==> src/hw/rtl/bitmap_run_allocator_assert.svh <==
// Assertion macros used by the bitmap allocator RTL.
// Each macro expands to one labeled concurrent assertion on a clock and an active-low reset.
`ifndef BITMAP_RUN_ALLOCATOR_ASSERT_SVH
`define BITMAP_RUN_ALLOCATOR_ASSERT_SVH

// The consequent must hold in the same cycle as the antecedent.
`define BRA_ASSERT_SAME(label, clock, rst_n, ante, cons) \
	label: assert property (@(posedge clock) disable iff (!(rst_n)) (ante) |-> (cons)) \
		else $error("bitmap allocator assertion failed");

// The consequent must hold in the cycle after the antecedent.
`define BRA_ASSERT_NEXT(label, clock, rst_n, ante, cons) \
	label: assert property (@(posedge clock) disable iff (!(rst_n)) (ante) |=> (cons)) \
		else $error("bitmap allocator assertion failed");

`endif

==> src/hw/rtl/bra_pkg.sv <==
// Shared types and constants for the bitmap run allocator.
// No dependencies; imported by the top level.
`default_nettype none

package bra_pkg;

	// Request codes carried on the func port.
	typedef enum logic [1:0] {
		FUNC_CLEAR = 2'd0,
		FUNC_SCAN  = 2'd1,
		FUNC_TEST  = 2'd2,
		FUNC_WRITE = 2'd3
	} func_t;

	// Sequencer states.
	typedef enum logic [2:0] {
		ST_INIT,
		ST_IDLE,
		ST_CLEAR,
		ST_SCAN,
		ST_TEST,
		ST_WRITE,
		ST_FINISH
	} state_t;

	localparam int unsigned BYTE_W     = 8;
	localparam int unsigned INDEX_W    = 10;
	localparam int unsigned RUN_W      = 11;
	localparam int unsigned CFG_DATA_W = 32;
	localparam int unsigned CFG_ADDR_W = 3;

	// Register index taken from the word address bit of paddr.
	localparam logic REG_MAP_BYTES = 1'b0;
	localparam logic [BYTE_W-1:0] MAP_BYTES_RESET = 8'd128;

endpackage

`default_nettype wire

==> src/hw/rtl/bitmap_run_allocator.sv <==
// Bitmap run allocator: first-fit search for runs of free bits in a byte-wide map.
// Depends on bra_pkg, bra_ram and bitmap_run_allocator_assert.svh.
//
// Usage:
//   A request is transferred at a rising edge where start is high and busy is low.
//   func selects clear (0), scan for a run of run_length free bits (1), test the
//   bit at bit_index (2) or write bit_value to the bit at bit_index (3).
//   Every request gives one result: done is high for exactly one cycle with
//   found, start_index and bit_read. The receiver cannot stall; a result that is
//   not taken in its cycle is gone. A new request may be transferred in the
//   cycle in which the previous result is shown.
//   Test and write read the addressed byte, then answer or write it back. Clear
//   writes zero to each used byte, where used = min(map_bytes, MAX_BYTES), and
//   answers without leaving idle when used is zero. A scan reads one byte per
//   cycle through the map memory's read port and checks its eight bits in one
//   step; it answers from idle when the run length is zero or longer than the map.
//   The map_bytes register sits on the APB port at byte address 0 and must be
//   written only while the block is idle; the block itself does not enforce it.
//   After reset the block is busy while it writes zero to every byte of the map,
//   one byte per cycle; register writes are taken then.
`default_nettype none

module bitmap_run_allocator
	import bra_pkg::*;
#(
	parameter int unsigned MAX_BYTES = 128
) (
	input  wire logic                  clk,
	input  wire logic                  arst_n,
	input  wire logic                  start,
	output logic                       busy,
	input  wire logic [1:0]            func,
	input  wire logic [INDEX_W-1:0]    bit_index,
	input  wire logic [RUN_W-1:0]      run_length,
	input  wire logic                  bit_value,
	output logic                       done,
	output logic                       found,
	output logic [INDEX_W-1:0]         start_index,
	output logic                       bit_read,
	input  wire logic                  psel,
	input  wire logic                  penable,
	input  wire logic                  pwrite,
	input  wire logic [CFG_ADDR_W-1:0] paddr,
	input  wire logic [CFG_DATA_W-1:0] pwdata,
	output logic [CFG_DATA_W-1:0]      prdata,
	output logic                       pready
);

	`include "bitmap_run_allocator_assert.svh"

	localparam int unsigned AW  = (MAX_BYTES > 1) ? $clog2(MAX_BYTES) : 1;
	localparam int unsigned CW0 = $clog2(MAX_BYTES + 1);
	localparam int unsigned CW  = (CW0 > 9) ? CW0 : 9;
	localparam logic [12:0]   MAXB = 13'(MAX_BYTES);
	localparam logic [CW-1:0] MAXC = CW'(MAX_BYTES);

	state_t state_q, state_d;

	logic [BYTE_W-1:0]  map_bytes_q;
	logic [1:0]         func_q;
	logic [INDEX_W-1:0] idx_q;
	logic [RUN_W-1:0]   len_q;
	logic               val_q;
	logic [CW-1:0]      cnt_q;
	logic [CW-1:0]      dbyte_q;
	logic               dv_q;
	logic [RUN_W-1:0]   run_q;
	logic [RUN_W-1:0]   end_q;
	logic               done_q;
	logic               found_q;
	logic [INDEX_W-1:0] start_q;
	logic               bitrd_q;

	logic [BYTE_W-1:0]  used;
	logic [CW-1:0]      used_c;
	logic [RUN_W-1:0]   total;
	logic               accept;
	logic               cfg_write;
	logic               idx_in_range;
	logic               req_in_range;
	logic [BYTE_W-1:0]  bit_mask;

	logic               ram_we;
	logic [AW-1:0]      ram_waddr;
	logic [BYTE_W-1:0]  ram_wdata;
	logic               ram_re;
	logic [AW-1:0]      ram_raddr;
	logic [BYTE_W-1:0]  ram_rdata;

	logic               cnt_clr;
	logic               cnt_inc;
	logic               scan_issue;
	logic               run_clr;
	logic               emit;
	logic               res_found;
	logic [INDEX_W-1:0] res_start;
	logic               res_bitrd;

	logic               hit;
	logic [2:0]         hit_j;
	logic [RUN_W-1:0]   run_next;
	logic               scan_last;
	logic [RUN_W:0]     start_full;

	// Effective map length, clipped to the store.
	always_comb begin
		if ({5'b0, map_bytes_q} > MAXB) begin
			used = MAXB[BYTE_W-1:0];
		end else begin
			used = map_bytes_q;
		end
	end

	assign used_c       = CW'(used);
	assign total        = {used, 3'b000};
	assign accept       = start && !busy;
	assign cfg_write    = psel && penable && pwrite && pready;
	assign idx_in_range = {6'b0, bit_index[INDEX_W-1:3]} < MAXB;
	assign req_in_range = {6'b0, idx_q[INDEX_W-1:3]} < MAXB;
	assign bit_mask     = BYTE_W'(1) << idx_q[2:0];
	assign scan_last    = (dbyte_q == used_c - CW'(1));
	assign start_full   = {1'b0, end_q} + (RUN_W + 1)'(1) - {1'b0, len_q};

	// Walks the eight bits of one map byte, carrying the running count of free bits.
	always_comb begin
		logic [RUN_W-1:0] r;
		logic             h;
		logic [2:0]       hj;
		r  = run_q;
		h  = 1'b0;
		hj = 3'd0;
		for (int j = 0; j < 8; j++) begin
			if (!h) begin
				if (!ram_rdata[j]) begin
					r = r + RUN_W'(1);
					if (r == len_q) begin
						h  = 1'b1;
						hj = 3'(j);
					end
				end else begin
					r = '0;
				end
			end
		end
		hit      = h;
		hit_j    = hj;
		run_next = r;
	end

	// Next state.
	always_comb begin
		state_d = state_q;
		case (state_q)
			ST_INIT: begin
				if (cnt_q == MAXC - CW'(1)) begin
					state_d = ST_IDLE;
				end
			end
			ST_IDLE: begin
				if (accept) begin
					case (func)
						FUNC_CLEAR: begin
							if (used != '0) begin
								state_d = ST_CLEAR;
							end
						end
						FUNC_SCAN: begin
							if (run_length != '0 && run_length <= total) begin
								state_d = ST_SCAN;
							end
						end
						FUNC_TEST:  state_d = ST_TEST;
						FUNC_WRITE: state_d = ST_WRITE;
						default:    state_d = ST_IDLE;
					endcase
				end
			end
			ST_CLEAR: begin
				if (cnt_q == used_c - CW'(1)) begin
					state_d = ST_IDLE;
				end
			end
			ST_SCAN: begin
				if (dv_q && hit) begin
					state_d = ST_FINISH;
				end else if (dv_q && scan_last) begin
					state_d = ST_IDLE;
				end
			end
			ST_TEST:   state_d = ST_IDLE;
			ST_WRITE:  state_d = ST_IDLE;
			ST_FINISH: state_d = ST_IDLE;
			default:   state_d = ST_INIT;
		endcase
	end

	// Datapath and memory controls.
	always_comb begin
		ram_we     = 1'b0;
		ram_waddr  = cnt_q[AW-1:0];
		ram_wdata  = '0;
		ram_re     = 1'b0;
		ram_raddr  = cnt_q[AW-1:0];
		cnt_clr    = 1'b0;
		cnt_inc    = 1'b0;
		scan_issue = 1'b0;
		run_clr    = 1'b0;
		emit       = 1'b0;
		res_found  = 1'b1;
		res_start  = '0;
		res_bitrd  = 1'b0;
		case (state_q)
			ST_INIT: begin
				ram_we  = 1'b1;
				cnt_inc = 1'b1;
			end
			ST_IDLE: begin
				cnt_clr = 1'b1;
				run_clr = 1'b1;
				if (accept) begin
					case (func)
						FUNC_CLEAR: begin
							emit = (used == '0);
						end
						FUNC_SCAN: begin
							if (run_length == '0 || run_length > total) begin
								emit      = 1'b1;
								res_found = 1'b0;
							end
						end
						FUNC_TEST, FUNC_WRITE: begin
							ram_re    = idx_in_range;
							ram_raddr = AW'(bit_index[INDEX_W-1:3]);
						end
						default: begin
							emit = 1'b0;
						end
					endcase
				end
			end
			ST_CLEAR: begin
				ram_we  = 1'b1;
				cnt_inc = 1'b1;
				emit    = (cnt_q == used_c - CW'(1));
			end
			ST_SCAN: begin
				if (cnt_q < used_c) begin
					scan_issue = 1'b1;
					ram_re     = 1'b1;
					cnt_inc    = 1'b1;
				end
				if (dv_q && !hit && scan_last) begin
					emit      = 1'b1;
					res_found = 1'b0;
				end
			end
			ST_TEST: begin
				emit      = 1'b1;
				res_bitrd = req_in_range && ram_rdata[idx_q[2:0]];
			end
			ST_WRITE: begin
				emit      = 1'b1;
				ram_we    = req_in_range;
				ram_waddr = AW'(idx_q[INDEX_W-1:3]);
				if (val_q) begin
					ram_wdata = ram_rdata | bit_mask;
				end else begin
					ram_wdata = ram_rdata & ~bit_mask;
				end
			end
			ST_FINISH: begin
				emit      = 1'b1;
				res_start = start_full[INDEX_W-1:0];
			end
			default: begin
				emit = 1'b0;
			end
		endcase
	end

	always_ff @(posedge clk or negedge arst_n) begin
		if (!arst_n) begin
			state_q     <= ST_INIT;
			map_bytes_q <= MAP_BYTES_RESET;
			cnt_q       <= '0;
			dv_q        <= 1'b0;
			done_q      <= 1'b0;
		end else begin
			state_q <= state_d;
			if (cfg_write && paddr[2] == REG_MAP_BYTES) begin
				map_bytes_q <= pwdata[BYTE_W-1:0];
			end
			if (cnt_clr) begin
				cnt_q <= '0;
			end else if (cnt_inc) begin
				cnt_q <= cnt_q + CW'(1);
			end
			dv_q   <= scan_issue;
			done_q <= emit;
		end
	end

	// Payload registers.
	always_ff @(posedge clk) begin
		if (accept) begin
			func_q <= func;
			idx_q  <= bit_index;
			len_q  <= run_length;
			val_q  <= bit_value;
		end
		dbyte_q <= cnt_q;
		if (run_clr) begin
			run_q <= '0;
		end else if (dv_q) begin
			run_q <= run_next;
		end
		if (state_q == ST_SCAN && dv_q && hit) begin
			end_q <= {dbyte_q[BYTE_W-1:0], hit_j};
		end
		if (emit) begin
			found_q <= res_found;
			start_q <= res_start;
			bitrd_q <= res_bitrd;
		end
	end

	bra_ram #(
		.WIDTH(BYTE_W),
		.DEPTH(MAX_BYTES)
	) u_map_ram (
		.clk  (clk),
		.we   (ram_we),
		.waddr(ram_waddr),
		.wdata(ram_wdata),
		.re   (ram_re),
		.raddr(ram_raddr),
		.rdata(ram_rdata)
	);

	assign busy        = (state_q != ST_IDLE);
	assign done        = done_q;
	assign found       = found_q;
	assign start_index = start_q;
	assign bit_read    = bitrd_q;
	assign pready      = 1'b1;
	assign prdata      = (paddr[2] == REG_MAP_BYTES) ? {24'b0, map_bytes_q} : '0;

	// A transfer either answers at once or keeps the block busy.
	`BRA_ASSERT_NEXT(a_accept_progress, clk, arst_n, accept, busy || done)
	// Results are only presented once the sequencer is back in idle.
	`BRA_ASSERT_SAME(a_done_idle, clk, arst_n, done, !busy)
	// A failed scan reports nothing else.
	`BRA_ASSERT_SAME(a_notfound_zero, clk, arst_n, done && !found,
		start_index == '0 && bit_read == 1'b0)
	// The map is written only by the reset sweep, a clear or a bit write.
	`BRA_ASSERT_SAME(a_write_source, clk, arst_n, ram_we,
		state_q == ST_INIT || state_q == ST_CLEAR || state_q == ST_WRITE)
	// func_q is only consulted through the state it selected.
	`BRA_ASSERT_SAME(a_test_func, clk, arst_n, state_q == ST_TEST, func_q == FUNC_TEST)

endmodule

`default_nettype wire

==> src/hw/rtl/bra_ram.sv <==
// Generic simple dual-port RAM: one write port, one read port with registered data.
// No dependencies.
`default_nettype none

module bra_ram #(
	parameter int unsigned WIDTH = 8,
	parameter int unsigned DEPTH = 128
) (
	input  wire logic                                     clk,
	input  wire logic                                     we,
	input  wire logic [(DEPTH > 1 ? $clog2(DEPTH) : 1)-1:0] waddr,
	input  wire logic [WIDTH-1:0]                         wdata,
	input  wire logic                                     re,
	input  wire logic [(DEPTH > 1 ? $clog2(DEPTH) : 1)-1:0] raddr,
	output logic      [WIDTH-1:0]                         rdata
);

	logic [WIDTH-1:0] mem_q [DEPTH];

	always_ff @(posedge clk) begin
		if (we) begin
			mem_q[waddr] <= wdata;
		end
		if (re) begin
			rdata <= mem_q[raddr];
		end
	end

endmodule

`default_nettype wire

==> config.mk <==
export PLATFORM = sky130hd
export DESIGN_NAME = bitmap_run_allocator
export DESIGN_NICKNAME = d
export VERILOG_FILES = /design/src/hw/rtl/bra_pkg.sv /design/src/hw/rtl/bitmap_run_allocator.sv /design/src/hw/rtl/bra_ram.sv
export VERILOG_INCLUDE_DIRS = /design/src /design/src/hw/rtl
export SDC_FILE = /design/constraint.sdc
export NUM_CORES = 2
export LEC_CHECK = 0
export BUFFER_PORTS_ARGS = -buffer_cell sky130_fd_sc_hd__buf_2
export CORE_ASPECT_RATIO = 0.75
export CORE_MARGIN = 2
export CORE_UTILIZATION = 58
export CTS_CLUSTER_DIAMETER = 150
export DETAILED_ROUTE_END_ITERATION = 10
export PLACE_DENSITY_LB_ADDON = 0.1
export SLEW_MARGIN = 20
export SYNTH_ARGS = -nofsm -noshare
export SYNTH_HDL_FRONTEND = slang
export SYNTH_SLANG_ARGS = --single-unit
==> constraint.sdc <==
create_clock -name clk -period 12.09 [get_ports clk]
set_input_delay 1.8135 -clock clk [delete_from_list [all_inputs] [get_ports clk]]
set_output_delay 1.8135 -clock clk [all_outputs]
set_load 0.05 [all_outputs]
==> results.py <==
metrics = {
    "status": {
        "outcome": "finished clean",
    },
    "clock_tree": {
        "cts-htree-levels": 3,
        "cts_tree": "yes",
        "number_of_clock_sinks": 1118,
        "worst_skew_pair.late_latency_ns": 0.70,
        "post_cts_setup_buffer_count": 0,
        "clockBufferDepth": 3,
        "clk_pin_slew_ns": 0.06,
        "post_cts_resize_count": 0,
        "cts-buffers-inserted": 104,
        "cts_hold_buffers": 0,
        "clock-root-buffer": "sky130_fd_sc_hd__clkbuf_16",
    },
    "grt": {
        "globalRouteMet1Util_pct": 46.2,
        "gr-usage-met3_pct": 4.95,
        "globalRouteMet2Util_pct": 44.6,
        "first_global_vias": 32811,
        "antenna_found_initial": 2,
        "gr-max-usage-layer": "met1",
        "grt_start_max_net_pins": 150,
        "grt_pass1_wl_mm": 210,
        "groute.usage.overall_pct": 29.8,
        "globalRoute.totalOverflow": 0,
    },
    "timing": {
        "finalSetupTns_ns": 0,
        "rsz_0062_raised_after_global_routing": "no",
        "drv_slew": 0,
        "max_freq_ghz": 0.0879,
        "final_hold_viol_count": 0,
        "setup-violations-final": 0,
        "worst-slew-pin-transition_ns": 1.09,
        "slew_headroom_pct": 27.1,
        "final_min_period_over_clock_period_pct": 94.1,
        "fin_hold_ws_ns": 0.492,
        "finalClockSkew_ns": 0.0435,
        "finalCriticalPeriod_ns": 11.38,
    },
    "floorplan": {
        "die-width_um": 353,
        "die_height_um": 265,
        "dieArea_um2": 93600,
        "floorplan.rows": 95,
        "floorplan.initialDensity_pct": 58.8,
        "count_of_pins_on_the_block_boundary": 112,
        "fp.coreArea_um2": 90000,
    },
    "worst_setup_path": {
        "critPathMaxStageDelay_ns": 0.53,
        "crit_path_start": "run_q[1]$_SDFFE_PP0P_",
        "worst_path_cell_with_the_longest_stage_delay": "sky130_fd_sc_hd__o211ai_1",
        "setup.worst_path.end_class": "flop",
        "cp.arrival_ns": 11.80,
        "startpoint_type": "flop",
        "setup.worst_path.class": "flop to flop",
        "critical_path_peak_fanout": 18,
        "worstReg2RegStart": "run_q[1]$_SDFFE_PP0P_",
        "cp.required_ns": 12.52,
    },
    "route": {
        "detail_route.iter0.violations": 4217,
        "dr_total_vias": 33740,
        "drt_pre_antenna_iters": 6,
        "route.antenna.remaining_nets": 0,
        "post-route-drc-count": 0,
        "drt-wirelength-per-cell_um": 28.3,
        "totalWireLength_mm": 140,
        "detail_route.vias_per_cell": 6.80,
    },
    "placement": {
        "port-buffer-count": 60,
        "gp_congestion": 0.963,
        "detailedPlacementHpwl_mm": 91.9,
    },
    "logic_synthesis": {
        "synth_warnings": 0,
        "synth_area_per_cell_um2": 14.7,
        "synth_edf_count": 1076,
        "synthArstFlopShare_pct": 1.97,
        "yosys.area.top_type": "sky130_fd_sc_hd__edfxtp_1",
        "synth-seq-area-share_pct": 62.9,
        "syn-instance-count": 3598,
        "ys_ff_latch": 1118,
        "netlist_area_um2": 52900,
        "synth.top_cell.area_share_pct": 61.1,
        "synth_cell_type_count": 122,
        "synth_flop_cell": "sky130_fd_sc_hd__edfxtp_1",
        "synth.area.top_cells": "sky130_fd_sc_hd__edfxtp_1 (61%), sky130_fd_sc_hd__mux4_2 (11%), sky130_fd_sc_hd__nor2_1 (1.9%)",
    },
    "layout": {
        "final_net_count": 3777,
        "synthToLayoutAreaGrowth_pct": 9.85,
        "drive_gt1_share_pct": 18.4,
        "layout.cells.most_common": "sky130_fd_sc_hd__edfxtp_1",
        "mostFrequentLayoutCells": "sky130_fd_sc_hd__edfxtp_1 (1076), sky130_fd_sc_hd__nor2_1 (264), sky130_fd_sc_hd__nand2_1 (259)",
    },
    "power_and_ir_drop": {
        "power_density_nw_per_um2": 129,
        "worst_ir_drop_vdd_mv": 0.141,
        "p_leak_uw": 0.0162,
    },
    "hold_path": {
        "min-delay-path-class": "flop to flop",
        "min_delay_startpoint": "dbyte_q[2]$_DFF_P_",
    },
    "flow_run": {
        "max_cap_violations": 0,
    },
}
## layout make-up
cell class | instances | area (um^2)
clock inverters | 57 | 517
well taps | 1212 | 1520
diodes | 1 | 2.50
flip-flops and latches | 1118 | 33300
multi-input cells | 2216 | 18600
inverters | 48 | 180
clock buffers | 130 | 2700
fillers | 6402 | 31900
repair buffers | 180 | 1270
## Yosys cell counts (all sizes together), types with 13 or more instances
library cell / n
nand3b: 13
a211oi: 121
a311oi: 43
buf: 94
o31ai: 21
dfxtp: 20
nand3: 71
inv: 41
or2: 16
and2: 87
or4: 21
a31oi: 61
xor2: 31
o311ai: 14
nor2b: 24
o211ai: 25
dfrtp: 21
nor4: 41
mux2: 22
clkbuf: 145
nand2b: 17
ha: 43
and3: 25
and4: 18
o211a: 16
xnor2: 100
edfxtp: 1076
nand2: 263
o21ai: 78
o21a: 18
nor3: 79
or3: 27
mux2i: 29
nand4: 43
nor2: 275
a21oi: 93
mux4: 258
a21o: 25
## cell families after synthesis
logic type                 synth area share (%)
and+or+nand+nor                            10.1
adders and majority gates                  1.06
other                                    0.0142
muxes                                      12.0
buffers and inverters                      2.38
DFF                                        62.9
xor gates and xnor gates                   2.38
AOI/OAI and AO/OA                          9.07
## worst max-delay path: cells and delay by family (launching register included)
family	cells	cell delay [ns]
xor gates and xnor gates	2	0.35
muxes	1	0.15
DFF	1	0.47
and+or+nand+nor	17	4.60
adders and majority gates	4	1.23
buffers and inverters	5	1.03
AOI/OAI and AO/OA	13	3.30
## through the flow
step	area (um^2)	total power [uW]	util, %	setup slack, ns	cells
finish	58100	7470	64.6	0.714	4962
global route	58100	7650	64.6	0.00677	4962
CTS	58000	7490	64.5	0.727	4960
detailed placement	54800	4420	60.9	0.782	4773
global placement	54800	4410	60.9	0.947	4773
floorplan	53000	4390	-	1.37	3621
## where the power goes
group	internal (uW)	total (uW)	switching, uW	leakage [uW]
combinational	49.2	143	94.0	0.00668
clock	1720	3130	1410	0.00155
sequential	4190	4190	7.84	0.00801
## per-layer routing
layer | vias to the layer above | part of all wire (%) | wire length, um
met5 | - | 0.0071 | 10
li1 | 14498 | - | -
met4 | 2 | 2.4 | 3420
met2 | 1782 | 45 | 63000
met1 | 17228 | 44 | 61100
met3 | 230 | 9.1 | 12800
## final timing paths
path | endpoint | slack (ns) | depth (start not counted)
min in group asynchronous | map_bytes_q[0]$_DFFE_PN0P_ | 1.11 | 1
max reg2reg | start_index[0]$_SDFFCE_PP0P_ | 0.71 | 42
max in group asynchronous | state_q[1]$_DFFE_PN0P_ | 10.58 | 1
min | end_q[5]$_DFFE_PP_ | 0.49 | 0
max | start_index[0]$_SDFFCE_PP0P_ | 0.71 | 42
min reg2reg | end_q[5]$_DFFE_PP_ | 0.49 | 0
## registers in the layout (all words and copies together), names as in the netlist, 3 cells and up
name	count
cnt_q	9
dbyte_q	9
end_q	10
idx_q	10
len_q	11
map_bytes_q	8
run_q	11
start_index	10
state_q	3
u_map_ram.mem_q	1024
u_map_ram.rdata	8
(Power assumes the default switching activity.)
